`src/hw/rtl/csv_sensor_line_parser_defines.svh`:
```
// ---------------------------------------------------------------------------
// csv_sensor_line_parser_defines: assertion macros
// Concurrent checks that compile away when SYNTHESIS is defined.
// ---------------------------------------------------------------------------
`ifndef CSV_SENSOR_LINE_PARSER_DEFINES_SVH
`define CSV_SENSOR_LINE_PARSER_DEFINES_SVH

`ifndef SYNTHESIS
// same-cycle implication
`define CSL_ASSERT(label, clk, rst, ante, cons, msg) \
   label: assert property (@(posedge clk) disable iff (rst) (ante) |-> (cons)) \
      else $error(msg);
// next-cycle implication
`define CSL_ASSERT_NEXT(label, clk, rst, ante, cons, msg) \
   label: assert property (@(posedge clk) disable iff (rst) (ante) |=> (cons)) \
      else $error(msg);
`else
`define CSL_ASSERT(label, clk, rst, ante, cons, msg)
`define CSL_ASSERT_NEXT(label, clk, rst, ante, cons, msg)
`endif

`endif

```
`src/hw/rtl/csl_pkg.sv`:
```
// ---------------------------------------------------------------------------
// csl_pkg: shared types and constants of the sensor line parser
// Character codes, token and result beats, widths of the parse state.
// ---------------------------------------------------------------------------
package csl_pkg;

   // line length limit and counter width
   localparam int LINE_MAX = 255;
   localparam int LEN_W    = $clog2(LINE_MAX + 1);

   // field storage
   localparam int WORD_W     = 32;
   localparam int NUM_FIELDS = 4;
   localparam int MIN_FIELDS = 3;
   localparam int IDX_W      = $clog2(NUM_FIELDS + 1);
   localparam int FIELD_AW   = $clog2(NUM_FIELDS);

   // digit accumulator saturates at 2^32
   localparam int ACC_W   = WORD_W + 1;
   localparam int ACC_X_W = ACC_W + 4;
   localparam logic [ACC_W-1:0]  ACC_CAP  = {1'b1, {WORD_W{1'b0}}};
   localparam logic [WORD_W-1:0] SINT_MAX = {1'b0, {(WORD_W-1){1'b1}}};
   localparam logic [WORD_W-1:0] SINT_MIN = {1'b1, {(WORD_W-1){1'b0}}};

   // queue depths
   localparam int TOK_DEPTH = 4;
   localparam int TOK_AW    = $clog2(TOK_DEPTH);
   localparam int TOK_CNT_W = $clog2(TOK_DEPTH + 1);
   localparam int RSP_DEPTH = 2;
   localparam int RSP_AW    = $clog2(RSP_DEPTH);
   localparam int RSP_CNT_W = $clog2(RSP_DEPTH + 1);

   // character codes
   localparam logic [7:0] CHAR_CR    = 8'h0D;
   localparam logic [7:0] CHAR_LF    = 8'h0A;
   localparam logic [7:0] CHAR_TAB   = 8'h09;
   localparam logic [7:0] CHAR_VT    = 8'h0B;
   localparam logic [7:0] CHAR_FF    = 8'h0C;
   localparam logic [7:0] CHAR_SPACE = 8'h20;
   localparam logic [7:0] CHAR_PLUS  = 8'h2B;
   localparam logic [7:0] CHAR_MINUS = 8'h2D;
   localparam logic [7:0] CHAR_COMMA = 8'h2C;
   localparam logic [7:0] CHAR_ZERO  = 8'h30;
   localparam logic [7:0] CHAR_NINE  = 8'h39;

   // byte classes handed from front to back
   typedef enum logic [2:0] {
      CLS_BLANK,
      CLS_PLUS,
      CLS_MINUS,
      CLS_DIGIT,
      CLS_COMMA,
      CLS_OTHER,
      CLS_END
   } cls_type;

   typedef struct packed {
      cls_type    cls;
      logic [3:0] digit;
   } token_type;

   typedef logic [NUM_FIELDS-1:0][WORD_W-1:0] readings_type;

   typedef struct packed {
      logic             accepted;
      logic [IDX_W-1:0] fields;
      readings_type     readings;
   } result_type;

   // number scanner phase
   typedef enum logic [2:0] {
      PH_SKIP   = 3'b001,
      PH_SIGN   = 3'b010,
      PH_DIGITS = 3'b100
   } phase_type;

endpackage

```
`src/hw/rtl/csv_sensor_line_parser.sv`:
```
// ---------------------------------------------------------------------------
// csv_sensor_line_parser: byte-serial parser of comma separated sensor lines
// Throughput one byte a cycle while the result queue has room, set by the scanner taking one token a cycle.
// A line-end beat is registered in the token queue, then in the result queue, before its result shows.
// Synchronous reset empties both queues and zeroes the held readings.
// ---------------------------------------------------------------------------
`include "csv_sensor_line_parser_defines.svh"

module csv_sensor_line_parser (
   input  logic               clock,
   input  logic               reset,
   input  logic               req_push,
   output logic               req_full,
   input  logic [7:0]         req_rx_byte,
   output logic               rsp_empty,
   input  logic               rsp_pop,
   output logic               rsp_line_accepted,
   output logic [2:0]         rsp_fields_parsed,
   output logic [31:0]        rsp_co2_ppm,
   output logic signed [31:0] rsp_temperature,
   output logic signed [31:0] rsp_humidity_tenths,
   output logic signed [31:0] rsp_light_level
);

   logic                fe_push;
   csl_pkg::token_type  fe_data;
   logic                tok_full;
   logic                tok_valid;
   logic                tok_pop;
   csl_pkg::token_type  tok_data;
   logic                be_push;
   csl_pkg::result_type be_data;
   logic                rq_full;
   logic                rq_valid;
   csl_pkg::result_type rq_data;

   // intake
   csl_front u_front (
      .clock       (clock),
      .reset       (reset),
      .req_push    (req_push),
      .req_rx_byte (req_rx_byte),
      .tok_full    (tok_full),
      .tok_push    (fe_push),
      .tok_data    (fe_data)
   );

   // decoupling queue
   csl_tok_queue u_tok_queue (
      .clock     (clock),
      .reset     (reset),
      .push      (fe_push),
      .push_data (fe_data),
      .full      (tok_full),
      .pop       (tok_pop),
      .valid     (tok_valid),
      .pop_data  (tok_data)
   );

   // scanner
   csl_back u_back (
      .clock     (clock),
      .reset     (reset),
      .tok_valid (tok_valid),
      .tok_data  (tok_data),
      .tok_pop   (tok_pop),
      .rsp_full  (rq_full),
      .rsp_push  (be_push),
      .rsp_data  (be_data)
   );

   // result queue
   csl_rsp_queue u_rsp_queue (
      .clock     (clock),
      .reset     (reset),
      .push      (be_push),
      .push_data (be_data),
      .full      (rq_full),
      .pop       (rsp_pop),
      .valid     (rq_valid),
      .pop_data  (rq_data)
   );

   // port mapping
   assign req_full            = tok_full;
   assign rsp_empty           = !rq_valid;
   assign rsp_line_accepted   = rq_data.accepted;
   assign rsp_fields_parsed   = rq_data.fields;
   assign rsp_co2_ppm         = rq_data.readings[0];
   assign rsp_temperature     = signed'(rq_data.readings[1]);
   assign rsp_humidity_tenths = signed'(rq_data.readings[2]);
   assign rsp_light_level     = signed'(rq_data.readings[3]);

   // checks
   `CSL_ASSERT(a_fields_range, clock, reset, !rsp_empty, rsp_fields_parsed <= 3'(csl_pkg::NUM_FIELDS), "field count above four")
   `CSL_ASSERT(a_accept_count, clock, reset, !rsp_empty && rsp_line_accepted, rsp_fields_parsed >= 3'(csl_pkg::MIN_FIELDS), "line accepted with too few fields")
   `CSL_ASSERT(a_light_zero, clock, reset, !rsp_empty && rsp_line_accepted && rsp_fields_parsed == 3'(csl_pkg::MIN_FIELDS), rsp_light_level == '0, "light not cleared on three-field line")
   `CSL_ASSERT_NEXT(a_end_result, clock, reset, tok_pop && tok_data.cls == csl_pkg::CLS_END, !rsp_empty, "line end without result")

endmodule

```
`src/hw/rtl/csl_front.sv`:
```
// ---------------------------------------------------------------------------
// csl_front: byte intake and classification
// Tracks line length, drops carriage returns and empty lines, and turns
// each byte into a class token or a line-end token.
// ---------------------------------------------------------------------------
module csl_front (
   input  logic                 clock,
   input  logic                 reset,
   input  logic                 req_push,
   input  logic [7:0]           req_rx_byte,
   input  logic                 tok_full,
   output logic                 tok_push,
   output csl_pkg::token_type   tok_data
);

   logic [csl_pkg::LEN_W-1:0] len_ff;
   logic [csl_pkg::LEN_W-1:0] len_in;
   logic                      accept;

   // byte class lookup
   function automatic csl_pkg::cls_type classify(input logic [7:0] b);
      csl_pkg::cls_type c;
      if (b inside {[csl_pkg::CHAR_ZERO:csl_pkg::CHAR_NINE]}) begin
         c = csl_pkg::CLS_DIGIT;
      end else if (b inside {csl_pkg::CHAR_SPACE, csl_pkg::CHAR_TAB,
                             csl_pkg::CHAR_VT, csl_pkg::CHAR_FF}) begin
         c = csl_pkg::CLS_BLANK;
      end else if (b == csl_pkg::CHAR_PLUS) begin
         c = csl_pkg::CLS_PLUS;
      end else if (b == csl_pkg::CHAR_MINUS) begin
         c = csl_pkg::CLS_MINUS;
      end else if (b == csl_pkg::CHAR_COMMA) begin
         c = csl_pkg::CLS_COMMA;
      end else begin
         c = csl_pkg::CLS_OTHER;
      end
      return c;
   endfunction

   // line length and token issue
   always_comb begin
      accept         = req_push && !tok_full;
      len_in         = len_ff;
      tok_push       = 1'b0;
      tok_data.cls   = classify(req_rx_byte);
      tok_data.digit = req_rx_byte[3:0];
      if (accept && req_rx_byte != csl_pkg::CHAR_CR) begin
         if (req_rx_byte != csl_pkg::CHAR_LF &&
             len_ff < csl_pkg::LEN_W'(csl_pkg::LINE_MAX)) begin
            len_in   = len_ff + csl_pkg::LEN_W'(1);
            tok_push = 1'b1;
         end else if (len_ff != '0) begin
            // newline or overflow byte closes a non-empty line
            tok_data.cls = csl_pkg::CLS_END;
            tok_push     = 1'b1;
            len_in       = '0;
         end
      end
   end

   always_ff @(posedge clock) begin
      if (reset) begin
         len_ff <= '0;
      end else begin
         len_ff <= len_in;
      end
   end

endmodule

```
`src/hw/rtl/csl_tok_queue.sv`:
```
// ---------------------------------------------------------------------------
// csl_tok_queue: token queue between front and back
// Four-entry register queue; lets the parser stall while bytes keep coming.
// ---------------------------------------------------------------------------
module csl_tok_queue (
   input  logic               clock,
   input  logic               reset,
   input  logic               push,
   input  csl_pkg::token_type push_data,
   output logic               full,
   input  logic               pop,
   output logic               valid,
   output csl_pkg::token_type pop_data
);

   csl_pkg::token_type            entry_ff [csl_pkg::TOK_DEPTH];
   csl_pkg::token_type            entry_in [csl_pkg::TOK_DEPTH];
   logic [csl_pkg::TOK_AW-1:0]    wr_ptr_ff, wr_ptr_in;
   logic [csl_pkg::TOK_AW-1:0]    rd_ptr_ff, rd_ptr_in;
   logic [csl_pkg::TOK_CNT_W-1:0] count_ff, count_in;
   logic                          do_push, do_pop;

   assign full     = count_ff == csl_pkg::TOK_CNT_W'(csl_pkg::TOK_DEPTH);
   assign valid    = count_ff != '0;
   assign pop_data = entry_ff[rd_ptr_ff];
   assign do_push  = push && !full;
   assign do_pop   = pop && valid;

   // pointer and count update
   always_comb begin
      entry_in  = entry_ff;
      wr_ptr_in = wr_ptr_ff;
      rd_ptr_in = rd_ptr_ff;
      count_in  = count_ff;
      if (do_push) begin
         entry_in[wr_ptr_ff] = push_data;
         wr_ptr_in           = wr_ptr_ff + csl_pkg::TOK_AW'(1);
      end
      if (do_pop) begin
         rd_ptr_in = rd_ptr_ff + csl_pkg::TOK_AW'(1);
      end
      if (do_push && !do_pop) begin
         count_in = count_ff + csl_pkg::TOK_CNT_W'(1);
      end else if (do_pop && !do_push) begin
         count_in = count_ff - csl_pkg::TOK_CNT_W'(1);
      end
   end

   always_ff @(posedge clock) begin
      if (reset) begin
         wr_ptr_ff <= '0;
         rd_ptr_ff <= '0;
         count_ff  <= '0;
      end else begin
         wr_ptr_ff <= wr_ptr_in;
         rd_ptr_ff <= rd_ptr_in;
         count_ff  <= count_in;
      end
   end

   // payload
   always_ff @(posedge clock) begin
      entry_ff <= entry_in;
   end

endmodule

```
`src/hw/rtl/csl_back.sv`:
```
// ---------------------------------------------------------------------------
// csl_back: field scanner and reading holder
// Runs the number scanner one token a cycle unless a line end waits on a full result
// queue, converts fields with saturation, and on line end issues a result beat.
// ---------------------------------------------------------------------------
module csl_back (
   input  logic                clock,
   input  logic                reset,
   input  logic                tok_valid,
   input  csl_pkg::token_type  tok_data,
   output logic                tok_pop,
   input  logic                rsp_full,
   output logic                rsp_push,
   output csl_pkg::result_type rsp_data
);

   csl_pkg::phase_type               phase_ff, phase_in;
   logic                             stopped_ff, stopped_in;
   logic                             neg_ff, neg_in;
   logic [csl_pkg::ACC_W-1:0]        acc_ff, acc_in;
   logic [csl_pkg::IDX_W-1:0]        idx_ff, idx_in;
   csl_pkg::readings_type            fields_ff, fields_in;
   csl_pkg::readings_type            held_ff, held_in;

   logic                             is_end;
   logic                             is_digit;
   logic                             do_conv;
   logic [csl_pkg::WORD_W-1:0]       conv_val;
   csl_pkg::readings_type            fields_cv;
   logic [csl_pkg::IDX_W-1:0]        idx_cv;
   logic [csl_pkg::ACC_X_W-1:0]      acc_x;
   logic [csl_pkg::ACC_W-1:0]        acc_sat;
   logic                             accepted;

   // magnitude and sign to field value, saturating
   function automatic logic [csl_pkg::WORD_W-1:0] convert_field(
      input logic [csl_pkg::ACC_W-1:0] mag,
      input logic                      neg,
      input logic                      first
   );
      logic [csl_pkg::WORD_W-1:0] low;
      logic [csl_pkg::WORD_W-1:0] res;
      low = mag[csl_pkg::WORD_W-1:0];
      if (first) begin
         // unsigned field: minus wraps, overflow gives all ones
         if (mag[csl_pkg::ACC_W-1]) begin
            res = '1;
         end else begin
            res = neg ? (csl_pkg::WORD_W'(0) - low) : low;
         end
      end else if (neg) begin
         res = (mag > {1'b0, csl_pkg::SINT_MIN}) ? csl_pkg::SINT_MIN
                                                 : (csl_pkg::WORD_W'(0) - low);
      end else begin
         res = (mag > {1'b0, csl_pkg::SINT_MAX}) ? csl_pkg::SINT_MAX : low;
      end
      return res;
   endfunction

   assign is_end   = tok_data.cls == csl_pkg::CLS_END;
   assign is_digit = tok_data.cls == csl_pkg::CLS_DIGIT;
   assign tok_pop  = tok_valid && (!is_end || !rsp_full);

   // accumulate one decimal digit, capped at 2^32
   always_comb begin
      acc_x = (csl_pkg::ACC_X_W'(acc_ff) << 3) + (csl_pkg::ACC_X_W'(acc_ff) << 1)
            + csl_pkg::ACC_X_W'(tok_data.digit);
      if (acc_x > csl_pkg::ACC_X_W'(csl_pkg::ACC_CAP)) begin
         acc_sat = csl_pkg::ACC_CAP;
      end else begin
         acc_sat = acc_x[csl_pkg::ACC_W-1:0];
      end
   end

   // close the number in progress when a non-digit or line end arrives
   always_comb begin
      do_conv   = !stopped_ff && phase_ff == csl_pkg::PH_DIGITS && !is_digit;
      conv_val  = convert_field(acc_ff, neg_ff, idx_ff == '0);
      fields_cv = fields_ff;
      idx_cv    = idx_ff;
      if (do_conv) begin
         fields_cv[idx_ff[csl_pkg::FIELD_AW-1:0]] = conv_val;
         idx_cv = idx_ff + csl_pkg::IDX_W'(1);
      end
   end

   // scanner state and result issue
   always_comb begin
      phase_in   = phase_ff;
      stopped_in = stopped_ff;
      neg_in     = neg_ff;
      acc_in     = acc_ff;
      idx_in     = idx_ff;
      fields_in  = fields_ff;
      held_in    = held_ff;
      rsp_push   = 1'b0;
      accepted   = idx_cv >= csl_pkg::IDX_W'(csl_pkg::MIN_FIELDS);
      rsp_data.accepted = accepted;
      rsp_data.fields   = idx_cv;
      rsp_data.readings = accepted ? fields_cv : held_ff;
      if (tok_pop) begin
         if (is_end) begin
            rsp_push = 1'b1;
            if (accepted) begin
               held_in = fields_cv;
            end
            phase_in   = csl_pkg::PH_SKIP;
            stopped_in = 1'b0;
            neg_in     = 1'b0;
            acc_in     = '0;
            idx_in     = '0;
            fields_in  = '0;
         end else if (!stopped_ff) begin
            case (phase_ff)
               csl_pkg::PH_SKIP: begin
                  if (tok_data.cls == csl_pkg::CLS_BLANK) begin
                     phase_in = csl_pkg::PH_SKIP;
                  end else if (tok_data.cls == csl_pkg::CLS_PLUS ||
                               tok_data.cls == csl_pkg::CLS_MINUS) begin
                     neg_in   = tok_data.cls == csl_pkg::CLS_MINUS;
                     phase_in = csl_pkg::PH_SIGN;
                  end else if (is_digit) begin
                     acc_in   = csl_pkg::ACC_W'(tok_data.digit);
                     phase_in = csl_pkg::PH_DIGITS;
                  end else begin
                     stopped_in = 1'b1;
                  end
               end
               csl_pkg::PH_SIGN: begin
                  if (is_digit) begin
                     acc_in   = csl_pkg::ACC_W'(tok_data.digit);
                     phase_in = csl_pkg::PH_DIGITS;
                  end else begin
                     stopped_in = 1'b1;
                  end
               end
               csl_pkg::PH_DIGITS: begin
                  if (is_digit) begin
                     acc_in = acc_sat;
                  end else begin
                     // field done; only a comma keeps the scan going, and only below four fields
                     fields_in  = fields_cv;
                     idx_in     = idx_cv;
                     phase_in   = csl_pkg::PH_SKIP;
                     neg_in     = 1'b0;
                     acc_in     = '0;
                     stopped_in = tok_data.cls != csl_pkg::CLS_COMMA ||
                                  idx_cv == csl_pkg::IDX_W'(csl_pkg::NUM_FIELDS);
                  end
               end
               default: begin
                  phase_in = csl_pkg::PH_SKIP;
               end
            endcase
         end
      end
   end

   always_ff @(posedge clock) begin
      if (reset) begin
         phase_ff   <= csl_pkg::PH_SKIP;
         stopped_ff <= 1'b0;
         neg_ff     <= 1'b0;
         acc_ff     <= '0;
         idx_ff     <= '0;
         fields_ff  <= '0;
         held_ff    <= '0;
      end else begin
         phase_ff   <= phase_in;
         stopped_ff <= stopped_in;
         neg_ff     <= neg_in;
         acc_ff     <= acc_in;
         idx_ff     <= idx_in;
         fields_ff  <= fields_in;
         held_ff    <= held_in;
      end
   end

endmodule

```
`src/hw/rtl/csl_rsp_queue.sv`:
```
// ---------------------------------------------------------------------------
// csl_rsp_queue: result queue
// Two-entry register queue; the head entry drives the result ports.
// ---------------------------------------------------------------------------
module csl_rsp_queue (
   input  logic                clock,
   input  logic                reset,
   input  logic                push,
   input  csl_pkg::result_type push_data,
   output logic                full,
   input  logic                pop,
   output logic                valid,
   output csl_pkg::result_type pop_data
);

   csl_pkg::result_type           entry_ff [csl_pkg::RSP_DEPTH];
   csl_pkg::result_type           entry_in [csl_pkg::RSP_DEPTH];
   logic [csl_pkg::RSP_AW-1:0]    wr_ptr_ff, wr_ptr_in;
   logic [csl_pkg::RSP_AW-1:0]    rd_ptr_ff, rd_ptr_in;
   logic [csl_pkg::RSP_CNT_W-1:0] count_ff, count_in;
   logic                          do_push, do_pop;

   assign full     = count_ff == csl_pkg::RSP_CNT_W'(csl_pkg::RSP_DEPTH);
   assign valid    = count_ff != '0;
   assign pop_data = entry_ff[rd_ptr_ff];
   assign do_push  = push && !full;
   assign do_pop   = pop && valid;

   // pointer and count update
   always_comb begin
      entry_in  = entry_ff;
      wr_ptr_in = wr_ptr_ff;
      rd_ptr_in = rd_ptr_ff;
      count_in  = count_ff;
      if (do_push) begin
         entry_in[wr_ptr_ff] = push_data;
         wr_ptr_in           = wr_ptr_ff + csl_pkg::RSP_AW'(1);
      end
      if (do_pop) begin
         rd_ptr_in = rd_ptr_ff + csl_pkg::RSP_AW'(1);
      end
      if (do_push && !do_pop) begin
         count_in = count_ff + csl_pkg::RSP_CNT_W'(1);
      end else if (do_pop && !do_push) begin
         count_in = count_ff - csl_pkg::RSP_CNT_W'(1);
      end
   end

   always_ff @(posedge clock) begin
      if (reset) begin
         wr_ptr_ff <= '0;
         rd_ptr_ff <= '0;
         count_ff  <= '0;
      end else begin
         wr_ptr_ff <= wr_ptr_in;
         rd_ptr_ff <= rd_ptr_in;
         count_ff  <= count_in;
      end
   end

   // payload
   always_ff @(posedge clock) begin
      entry_ff <= entry_in;
   end

endmodule

```
`config.mk`:
```
export PLATFORM = sky130hd
export DESIGN_NAME = csv_sensor_line_parser
export DESIGN_NICKNAME = d
export VERILOG_FILES = /design/src/hw/rtl/csl_pkg.sv /design/src/hw/rtl/csv_sensor_line_parser.sv /design/src/hw/rtl/csl_front.sv /design/src/hw/rtl/csl_tok_queue.sv /design/src/hw/rtl/csl_back.sv /design/src/hw/rtl/csl_rsp_queue.sv
export VERILOG_INCLUDE_DIRS = /design/src /design/src/hw/rtl
export SDC_FILE = /design/constraint.sdc
export NUM_CORES = 1
export LEC_CHECK = 0
export BUFFER_PORTS_ARGS = -buffer_cell sky130_fd_sc_hd__buf_2
export CAP_MARGIN = 5
export CORE_ASPECT_RATIO = 1.5
export CORE_MARGIN = 4
export CORE_UTILIZATION = 54
export CTS_CLUSTER_SIZE = 25
export DETAILED_ROUTE_END_ITERATION = 8
export PLACE_DENSITY = 0.79
export REMOVE_ABC_BUFFERS = 1
export SYNTH_ARGS = -nofsm -noshare
export SYNTH_HDL_FRONTEND = slang
export SYNTH_SLANG_ARGS = --single-unit
```
`constraint.sdc`:
```
create_clock -name clock -period 9.8 [get_ports clock]
set_input_delay 1.47 -clock clock [delete_from_list [all_inputs] [get_ports clock]]
set_output_delay 1.47 -clock clock [all_outputs]
set_load 0.05 [all_outputs]
```
## After elaboration in Yosys (flattened, before gate mapping)

Index checks and enable logic that the tools add are counted.

- Bits in latches: 0
- Register bits after elaboration: 608
- Bits of input ports: 12
- Word-level logic and storage cells: 226
- Bits in read-only memories: 0
- Output and inout bits: 134
- Memories kept: 0
- RAM bits: 0

- Div/mod/pow operators: 0
- Magnitude comparators: 15
- Reductions and logical operators: 49
- $add $sub $neg: 13
- $mul: 0
- Mux-type cells: 79
- Bitwise gates (word level): 4
- Equal/unequal tests: 26
- Shifts and indexed selects: 0

Operators with widths:

| kind | count |
|---|---|
| 128-bit 2-to-1 mux | 6 |
| 132-bit 2-to-1 mux | 4 |
| 264-bit bitwise mux | 1 |
| 33-bit 2-to-1 mux | 7 |
| 32-bit 2-to-1 mux | 7 |
| 132-bit demux with 1-bit select | 1 |
| 128-bit bitwise mux | 1 |
| 33-bit one-hot mux with 3 select lines | 1 |
| 32-bit demux with 2-bit select | 1 |
| 3-bit 2-to-1 mux | 20 |
| 36-bit by 34-bit adder with 37-bit output | 1 |
| 37-bit by 4-bit adder with 37-bit output | 1 |
| 37-bit by 33-bit > comparator with 1-bit output, second input constant | 1 |
| 33-bit by 31-bit > comparator with 1-bit output, second input constant | 1 |
| 33-bit by 32-bit > comparator with 1-bit output, second input constant | 1 |
| 8-bit by 6-bit equality test with 1-bit output, second input constant | 4 |
| 1-bit by 32-bit subtractor with 32-bit output, first input constant | 1 |
| 28-bit bitwise mux | 1 |
| 8-bit by 4-bit equality test with 1-bit output, second input constant | 3 |
| 7-bit 2-to-1 mux | 3 |
| 1-bit logical AND | 18 |
| 1-bit 2-to-1 mux | 17 |
| 8-bit 2-to-1 mux | 2 |
| 8-bit by 4-bit inequality test with 1-bit output, second input constant | 2 |
| 45 further kinds | 81 |

## Logic depth before layout (Yosys ltp)

Gate-level depths: netlist (run 1).

- Depth in word-level cells: 14
- Depth in mapped cells: 18
- Gate-level depth less buffers: 15

## Modules after synthesis

A second synthesis (run 1) with hierarchy kept.

- Cell total of the unflattened synthesis: 2,847
- Area total of the unflattened synthesis: 29,092.9 sq um

Modules (own cells, without submodules):

| module | area an instance (sq um) | sequential area each (sq um) | times used | cells each |
|---|---|---|---|---|
| csl_back | 16,960.0 | 5,945.7 | 1 | 2,241 |
| csl_rsp_queue | 10,004.6 | 8,007.7 | 1 | 434 |
| csl_tok_queue | 1,437.6 | 980.9 | 1 | 81 |
| csl_front | 686.9 | 160.2 | 1 | 90 |
| csv_sensor_line_parser | 3.8 | 0.0 | 1 | 1 |

## Worst setup path after synthesis (run 1)

OpenSTA, ideal clock, no wires.

- Kind: flip-flop to flip-flop
- From: reg u_tok_queue.rd_ptr_ff[0] (netlist name)
- To: reg u_rsp_queue.entry_ff[132] (netlist name) (enable)
- Buffers on the path: 3
- Data required time: 9,174 ps
- Stages on the path, launching flop included: 10
- Slack: 1,600 ps
- Library setup time: 626 ps
- Period minus slack after synthesis: 8,200 ps
- Arrival time: 7,574 ps
- Cell sequence: dfxtp_1 -> buf_6 -> mux4_2 -> nor2b_1 -> nand2_1 -> o32a_1 -> nand2_1 -> clkbuf_1 -> clkbuf_1 -> nor2_1

- Word-level cells in the longest chain between the ends: 10
- Elaborated cells on any way between the ends: 11
- Classes of those cells: eq/ne (1); mux (5); bitwise (1); reduce/logical (4)

RTL lines:

| item | line | source |
|---|---|---|
| start, declared | csl_tok_queue.sv:19 | `logic [csl_pkg::TOK_AW-1:0] rd_ptr_ff, rd_ptr_in;` |
| start signal, assigned | csl_tok_queue.sv:56 | `rd_ptr_ff <= rd_ptr_in;` |
| 2-bit inverter with 3-bit output (implied by the code) * | csl_tok_queue.sv:25 | `assign pop_data = entry_ff[rd_ptr_ff];` |
| 7-bit binary-select mux with 2-bit select * | csl_tok_queue.sv:25 |  |
| 7-bit 2-to-1 mux (implied by the code) * (2 in a row) | csl_tok_queue.sv:25 |  |
| 3-bit equality test * | csl_back.sv:60 | `assign is_end = tok_data.cls == csl_pkg::CLS_END;` |
| 1-bit zero test | csl_back.sv:62 | `assign tok_pop = tok_valid && (!is_end \|\| !rsp_full);` |
| 1-bit logical OR | csl_back.sv:62 |  |
| 1-bit logical AND | csl_back.sv:62 |  |
| 1-bit 2-to-1 mux * | csl_back.sv:101 | `if (tok_pop) begin` |
| 1-bit logical AND * | csl_rsp_queue.sv:26 | `assign do_push = push && !full;` |
| end signal, assigned | csl_rsp_queue.sv:63 | `entry_ff <= entry_in;` |
| end, declared | csl_rsp_queue.sv:16 | `csl_pkg::result_type entry_ff [csl_pkg::RSP_DEPTH];` |

Mark *: on every way between the ends. The rest lies on a longest branch, timed or not. The select of a mux whose other input is x is not followed.
A chain may end at the register's enable or synchronous reset.

## Worst setup path after layout (run 1)

- From: reg u_tok_queue.rd_ptr_ff[0] (netlist name)
- To: reg u_back.acc_ff[0] (netlist name)

- Word-level cells in the longest chain between the ends: 11
- Elaborated cells on any way between the ends: 28
- Classes of those cells: add/sub (1); order compare (1); eq/ne (7); mux (11); bitwise (1); reduce/logical (7)

RTL lines:

| item | line | source |
|---|---|---|
| 2-bit inverter with 3-bit output (implied by the code) * | csl_tok_queue.sv:25 |  |
| 7-bit binary-select mux with 2-bit select * | csl_tok_queue.sv:25 |  |
| 7-bit 2-to-1 mux (implied by the code) * (2 in a row) | csl_tok_queue.sv:25 |  |
| 37-bit by 4-bit adder with 37-bit output / 3-bit by 2-bit equality test with 1-bit output (equally long branches) | csl_back.sv:67, csl_back.sv:61 |  |
| 37-bit by 33-bit > comparator with 1-bit output / 33-bit 2-to-1 mux (equally long branches) | csl_back.sv:68, csl_back.sv:122, csl_back.sv:130 |  |
| 33-bit 2-to-1 mux, on equally long branches | csl_back.sv:68, csl_back.sv:118 |  |
| 33-bit 2-to-1 mux, on equally long branches | csl_back.sv:138, csl_back.sv:116 |  |
| 33-bit one-hot mux with 3 select lines | csl_back.sv:114 | `case (phase_ff)` |
| 33-bit 2-to-1 mux | csl_back.sv:113 | `end else if (!stopped_ff) begin` |
| 33-bit 2-to-1 mux | csl_back.sv:102 | `if (is_end) begin` |
| end signal, assigned | csl_back.sv:172 | `acc_ff <= acc_in;` |
| end, declared | csl_back.sv:20 | `logic [csl_pkg::ACC_W-1:0] acc_ff, acc_in;` |

Marked as above.

==> results of run 1 <==
routing by layer:
layer / global-route usage, % / share of wire, % / up-vias
li1: - / - / 10200
met1: 29.9 / 38 / 10800
met2: 44.6 / 51 / 939
met3: 2.82 / 6.3 / 228
met4: 11.4 / 4.6 / 0
met5: 0 / 0 / -
state kept, by name, indices dropped and copies added, names as in the netlist:
name and cells:
u_tok_queue.entry_ff 28, u_tok_queue.count_ff 3, u_back.held_ff 128, u_back.neg_ff 1
u_back.idx_ff 3, u_back.stopped_ff 1, u_back.acc_ff 33, u_tok_queue.rd_ptr_ff 2
u_back.phase_ff 3, u_back.fields_ff 128, u_tok_queue.wr_ptr_ff 2, u_rsp_queue.count_ff 2
u_rsp_queue.entry_ff 264, u_front.len_ff 8, u_rsp_queue.wr_ptr_ff 1, u_rsp_queue.rd_ptr_ff 1
placed cells by master, fill, tap and decap left out, types with 21 or more instances in the layout:
cell and n:
nor2_1 356, nand2_1 329, dfxtp_1 315, edfxtp_1 292
a21oi_1 171, buf_2 144, mux2_2 138, a22oi_1 130
ha_1 79, o21ai_0 69, a31oi_1 68, a22o_1 55
clkbuf_16 54, nand3_1 44, nor3_1 39, inv_1 34
a21o_1 33, a211oi_1 32, mux2i_1 30, buf_4 29
nand4_1 26, nor4_1 22, and3_1 22, xor2_1 22
nand2b_1 21
worst max path at each step:
stage | endpoint | slack, ps | cells after the start
3_5_place_dp | u_back.acc_ff[0] | 4350 | 15
6_report | u_back.acc_ff[0] | 4360 | 15
4_1_cts | u_back.acc_ff[0] | 4300 | 15
5_1_grt | u_back.held_ff[16] | 3870 | 12
2_1_floorplan | u_rsp_queue.entry_ff[132] | 1170 | 6
3_3_place_gp | u_back.acc_ff[0] | 4360 | 15
logic make-up (layout without fill, tap and decap cells):
| group | count (synthesis) | count (layout) | synth area share (%) |
|---|---|---|---|
| XOR/XNOR | 43 | 43 | 1.36 |
| flip-flops | 608 | 608 | 53.3 |
| multiplexers | 175 | 175 | 7.10 |
| buffers and inverters | 226 | 311 | 3.35 |
| AO/OA/AOI/OAI | 679 | 679 | 16.5 |
| AND/OR/NAND/NOR | 944 | 944 | 14.7 |
| adder cells (fa/ha/maj) | 82 | 82 | 3.70 |
stage by stage:
stage          power, W  cell area (um^2)  setup slack, ps  instances
6_report        0.00635             31100             4360       3518
5_1_grt         0.00656             31100             3870       3518
4_1_cts         0.00637             31100             4300       3518
3_5_place_dp    0.00435             29400             4350       3418
3_3_place_gp    0.00432             29400             4360       3418
2_1_floorplan   0.00398             27500             1170       2567
cell type report:
type | count | area (um^2)
Fill cell | 4223 | 20700
Sequential cell | 608 | 15100
Multi-Input combinational cell | 1923 | 12400
Clock buffer | 73 | 1470
Timing Repair Buffer | 175 | 970
Tap cell | 676 | 846
Clock inverter | 27 | 230
Inverter | 36 | 140
power groups by stage:
stage	Clock, W	Sequential, W	Combinational [W]
6_report	0.00205	0.00284	0.00146
5_1_grt	0.00217	0.00285	0.00154
4_1_cts	0.00207	0.00284	0.00147
3_5_place_dp	0	0.00289	0.00146
3_3_place_gp	0	0.00288	0.00144
2_1_floorplan	0	0.00289	0.00109
==> impl_metrics.toml, run 1 <==
[outcome]
status = "finished clean"

[worst_setup_path]
regToRegSetupSlack_ps = 4360
crit_path_top_delay_cell = "a2111oi_0"
worstPathMaxFanout = 9
end_kind = "flip-flop"
startpoint = "u_tok_queue.rd_ptr_ff[0]"
r2r-end = "u_back.acc_ff[0]"
cpMostUsedCell = "inv_1"
path_delay_family = "compound AO/OA/AOI/OAI gates"
crit_path_max_incr_delay_ps = 680
cp-start-kind = "flip-flop"
r2r_start = "u_tok_queue.rd_ptr_ff[0]"
crit_buf_inv = 2
critical_path_class = "reg -> reg"
crit_chain = "mux4_2, inv_1, fa_1, inv_1, ha_1, a211oi_1, o211ai_1, a31oi_1, o21ai_0, a21boi_1, xnor2_1, or4_1, a2111oi_0, a41oi_1, o21ai_1"
required_ps = 10320
arrival_ps = 5960
ff2ff_path_depth = 15

[clocking]
cts_made_buffers = 53
cts_tree = "built"
clock_path_buffers = 3
ctsHoldBuffers = 0
cts_root_buffer = "clkbuf_16"
clk_pin_slew_worst_paths_ps = 70
clock_latency_ps = 610
h-tree-depth = 2
post_cts_buffers = 0
cts_resized = 0
clock-sinks = 608

[route]
wl_um = 73000
drt_iter0_drc = 2047
remaining_drc_errors = 0
via_per_inst = 6.28
vias = 22100
first_pass_iters = 6
wl_per_cell_um = 20.8
drt.antenna.violating_nets = 0

[final_layout]
final_util_pct = 60.1
antenna_cells = 0
area_delta_synth_final_pct = 9.90
fin_nets = 2891
drive_gt1_share_pct = 16.3

[global_routing]
overflow = 0
grt_pass1_vias = 21600
grt.total_usage_pct = 24.8
grt_pass1_wl_um = 115000
grt_max_degree = 133
antenna_found_initial = 0

[synth]
yosysSeqAreaShare_pct = 53.3
netlist.area_leader.share_pct = 30.9
yosys-top-cells-count = "nor2_1 (363), nand2_1 (329), dfxtp_1 (316)"
postSynthAreaPerCell_um2 = 10.3
synth_top_area_cell = "edfxtp_1"
netlist_area_mm2 = 0.0283
ys_warn_count = 0
synth_area_leaders = "edfxtp_1 (31%), dfxtp_1 (22%), mux2_2 (5.5%)"
synth-seq-cells = 608
synth_edf_count = 292
yosysMostFrequentCell = "nor2_1"
synthArstFlopShare_pct = 0
synthFlopType = "dfxtp_1"
synth_cell_types = 86
netlist_instances = 2757

[timing]
hold_viol_final = 0
worstMarginPinSlew_ps = 1190
max_freq_mhz = 184
rsz0062_at_grt = "false"
maxSlewHeadroom_pct = 20.4
min_period_ps = 5440
setup_violations = 0
fin_skew_ps = 28.4
maxSlewViolCount = 0
whs_ps = 461
min_period_over_period_pct = 55.5
setup_tns_ps = 0

[die]
fp.dieH_um = 289
rows = 102
die_area_mm2 = 0.0563
num_io_pins = 146
coreArea_mm2 = 0.0518
initial_utilization_pct = 54.7
die_x_um = 195

[power_and_ir_drop]
leakagePower_nw = 11.2
p_int_w = 0.00427
power_frac_comb_pct = 23.0
sw_frac_of_total_pct = 32.7
p_switching_w = 0.00208
clock_power_share_pct = 32.4
p_per_area_mw_per_mm2 = 204
p_seq_share_pct = 44.7
peakVddDrop_v = 0.000191

[run]
max_cap_viol_count = 0

[place]
numPortBuffers = 145
dpl.hpwl_um = 47200
place.gp.congestion = 0.999

[worst_hold_path]
hp-class = "reg -> reg"
hold_depth = 1
min_to = "u_back.held_ff[3]"
worstHoldStart = "u_back.held_ff[3]"
Note: power is estimated with default switching activity, not from simulation.
==> run 2, diff against run 1 <==
Settings changed: ABC_AREA from default to 1, PLACE_DENSITY 0.79 to 0.78.
Clock period 9.8 ns to 5.5 ns, I/O delays scaled along.
==> impl_metrics.toml, run 2 <==
[place]
numPortBuffers = 145
dpl.hpwl_um = 53300
preCtsSetupSlack_ps = 1210
place.gp.congestion = 0.960

[clocking]
clock_latency_ps = 630
ctsHoldBuffers = 0
cts_made_buffers = 54
h-tree-depth = 2
clk_pin_slew_worst_paths_ps = 70
cts_root_buffer = "clkbuf_16"
clock_path_buffers = 3
cts_resized = 0
clock-sinks = 608
cts_tree = "built"
post_cts_buffers = 0

[timing]
min_period_ps = 4370
hold_viol_final = 0
fin_skew_ps = 38.8
min_period_over_period_pct = 79.5
maxSlewViolCount = 0
setup_slack_ps = 1130
max_freq_mhz = 229
worstMarginPinSlew_ps = 1160
setup_violations = 0
rsz0062_at_grt = "false"
maxSlewHeadroom_pct = 22.7

[worst_setup_path]
arrival_ps = 4880
r2r-end = "u_back.acc_ff[27]"
critical_path_class = "reg -> reg"
ff2ff_path_depth = 26
regToRegSetupSlack_ps = 1130
worstPathMaxFanout = 26
end_kind = "flip-flop"
required_ps = 6010
r2r_start = "u_tok_queue.rd_ptr_ff[0]"
cp-start-kind = "flip-flop"

[synth]
synth-seq-cells = 608
synth_edf_count = 292
synth_cell_types = 59
netlist_area_mm2 = 0.0311
synthArstFlopShare_pct = 0
postSynthAreaPerCell_um2 = 7.82
ys_warn_count = 0
yosys-top-cells-count = "nand2_1 (1550), dfxtp_1 (316), edfxtp_1 (292)"
synth_area_leaders = "edfxtp_1 (28%), dfxtp_1 (20%), nand2_1 (19%)"
netlist_instances = 3978
netlist.area_leader.share_pct = 28.2
synth_top_area_cell = "edfxtp_1"
yosysMostFrequentCell = "nand2_1"
synthFlopType = "dfxtp_1"
yosysSeqAreaShare_pct = 48.5

[global_routing]
grt_max_degree = 133
antenna_found_initial = 0
grt.total_usage_pct = 25.0
overflow = 0
grt_pass1_vias = 24900
grt_pass1_wl_um = 127000

[final_layout]
fin_nets = 4114
final_common_cell = "nand2_1"
drive_gt1_share_pct = 10.8
area_delta_synth_final_pct = 10.1
top_register = "u_rsp_queue.entry_ff"
antenna_cells = 0
layout_common_cells = "nand2_1 (1550), dfxtp_1 (315), edfxtp_1 (292)"
top_regs = "u_rsp_queue.entry_ff: 264 flops, u_back.fields_ff: 128 flops, u_back.held_ff: 128 flops"
largest_register_ff_count = 264

[worst_hold_path]
hold_depth = 2
hp-class = "in -> reg"
min_to = "u_front.len_ff[1]"
worstHoldStart = "reset"

[route]
remaining_drc_errors = 0
wl_um = 79000
wl_per_cell_um = 16.4
drt_iter0_drc = 2111
first_pass_iters = 6
drt.antenna.violating_nets = 0
via_per_inst = 5.48
vias = 26500

[power_and_ir_drop]
p_total_w = 0.0135
peakVddDrop_v = 0.000296
leakagePower_nw = 14.9
p_per_area_mw_per_mm2 = 393

[die]
die_x_um = 204
coreArea_mm2 = 0.0569
num_io_pins = 146
initial_utilization_pct = 54.7
rows = 107
fp.dieH_um = 302
die_area_mm2 = 0.0616

[outcome]
status = "finished clean"

[run]
max_cap_viol_count = 0
run 2: cell types whose count changed after synthesis, sizes merged, moves of 76 or more:
| cell | previous run | this run |
|---|---|---|
| nand2 | 330 | 1559 |
| nand3 | 44 | 285 |
| inv | 36 | 245 |
| nor2 | 365 | 157 |
| or2 | 4 | 145 |
| mux2 | 138 | 0 |
| a22oi | 130 | 0 |
| a31oi | 79 | 2 |
| o21ai | 76 | 152 |
run 2: stage by stage:
stage | hold WS, ps | setup TNS, ps | area, um^2 | utilization (%) | cells
global placement | 427 | 0 | 32200 | 56.7 | 4727
detailed placement | 432 | 0 | 32200 | 56.7 | 4727
finish | 425 | 0 | 34200 | 60.2 | 4829
CTS | 401 | 0 | 34200 | 60.2 | 4829
floorplan | 418 | -1360290 | 30100 | - | 3784
global route | 425 | 0 | 34200 | 60.2 | 4829
run 2: critical path: stages (launching register included):
cell and delay, ps:
dfxtp_1 690, inv_2 230, o21ai_0 200, o22ai_1 110, ha_1 290, ha_1 220
inv_1 80, fa_1 390, inv_1 100, nand3_1 70, nand2_1 130, nand2_1 60
nand2_1 120, nand3_1 110, nand3_1 120, nand2_1 60, inv_1 70, nor2_1 40
nand2_1 60, nand2_1 60, inv_1 50, nand2_1 50, nor2_2 220, nand2_2 130
clkinv_2 280, nand3_1 130, a21oi_1 150
run 2: report_power, final:
group	internal, W	leakage [nW]	switching (W)
sequential	0.00505	5.23	0.000157
clock	0.00243	0.961	0.00172
combinational	0.000905	8.67	0.00319
run 2: how the worst max path moves through the flow:
| stage | end | from | slack, ps | cells after the start |
|---|---|---|---|---|
| final | u_back.acc_ff[27] | u_tok_queue.rd_ptr_ff[0] | 1130 | 26 |
| after global routing | u_back.acc_ff[18] | u_tok_queue.rd_ptr_ff[0] | 620 | 26 |
| after CTS | u_back.acc_ff[27] | u_tok_queue.rd_ptr_ff[0] | 1160 | 26 |
| after detailed placement | u_back.acc_ff[27] | u_tok_queue.rd_ptr_ff[0] | 1210 | 26 |
| after global placement | u_back.acc_ff[28] | u_tok_queue.rd_ptr_ff[0] | 1350 | 26 |
| after floorplan | u_back.fields_ff[116] | u_tok_queue.rd_ptr_ff[0] | -6260 | 14 |
run 2: layout make-up:
| type | count | area [um^2] |
|---|---|---|
| fill | 4978 | 22700 |
| sequential | 608 | 15100 |
| multi-input combinational | 2929 | 14200 |
| clock buffer | 69 | 1470 |
| timing repair buffer | 180 | 1080 |
| tap | 763 | 955 |
| inverter | 247 | 935 |
| clock inverter | 33 | 510 |
run 2: layer usage:
layer	track usage, %	vias up	part of all wire, %
met5	0	-	0
met4	11.4	0	4.9
met3	2.81	208	4.9
met2	44.6	748	50
met1	30.4	12300	40
li1	-	13200	-
run 2: kinds of logic after synthesis:
logic type                 share of synthesized area, %
adders and majority gates                          3.37
DFF                                                48.5
and+or+nand+nor                                    31.3
xor gates and xnor gates                          0.418
buffers and inverters                              6.06
AOI/OAI and AO/OA                                  10.3
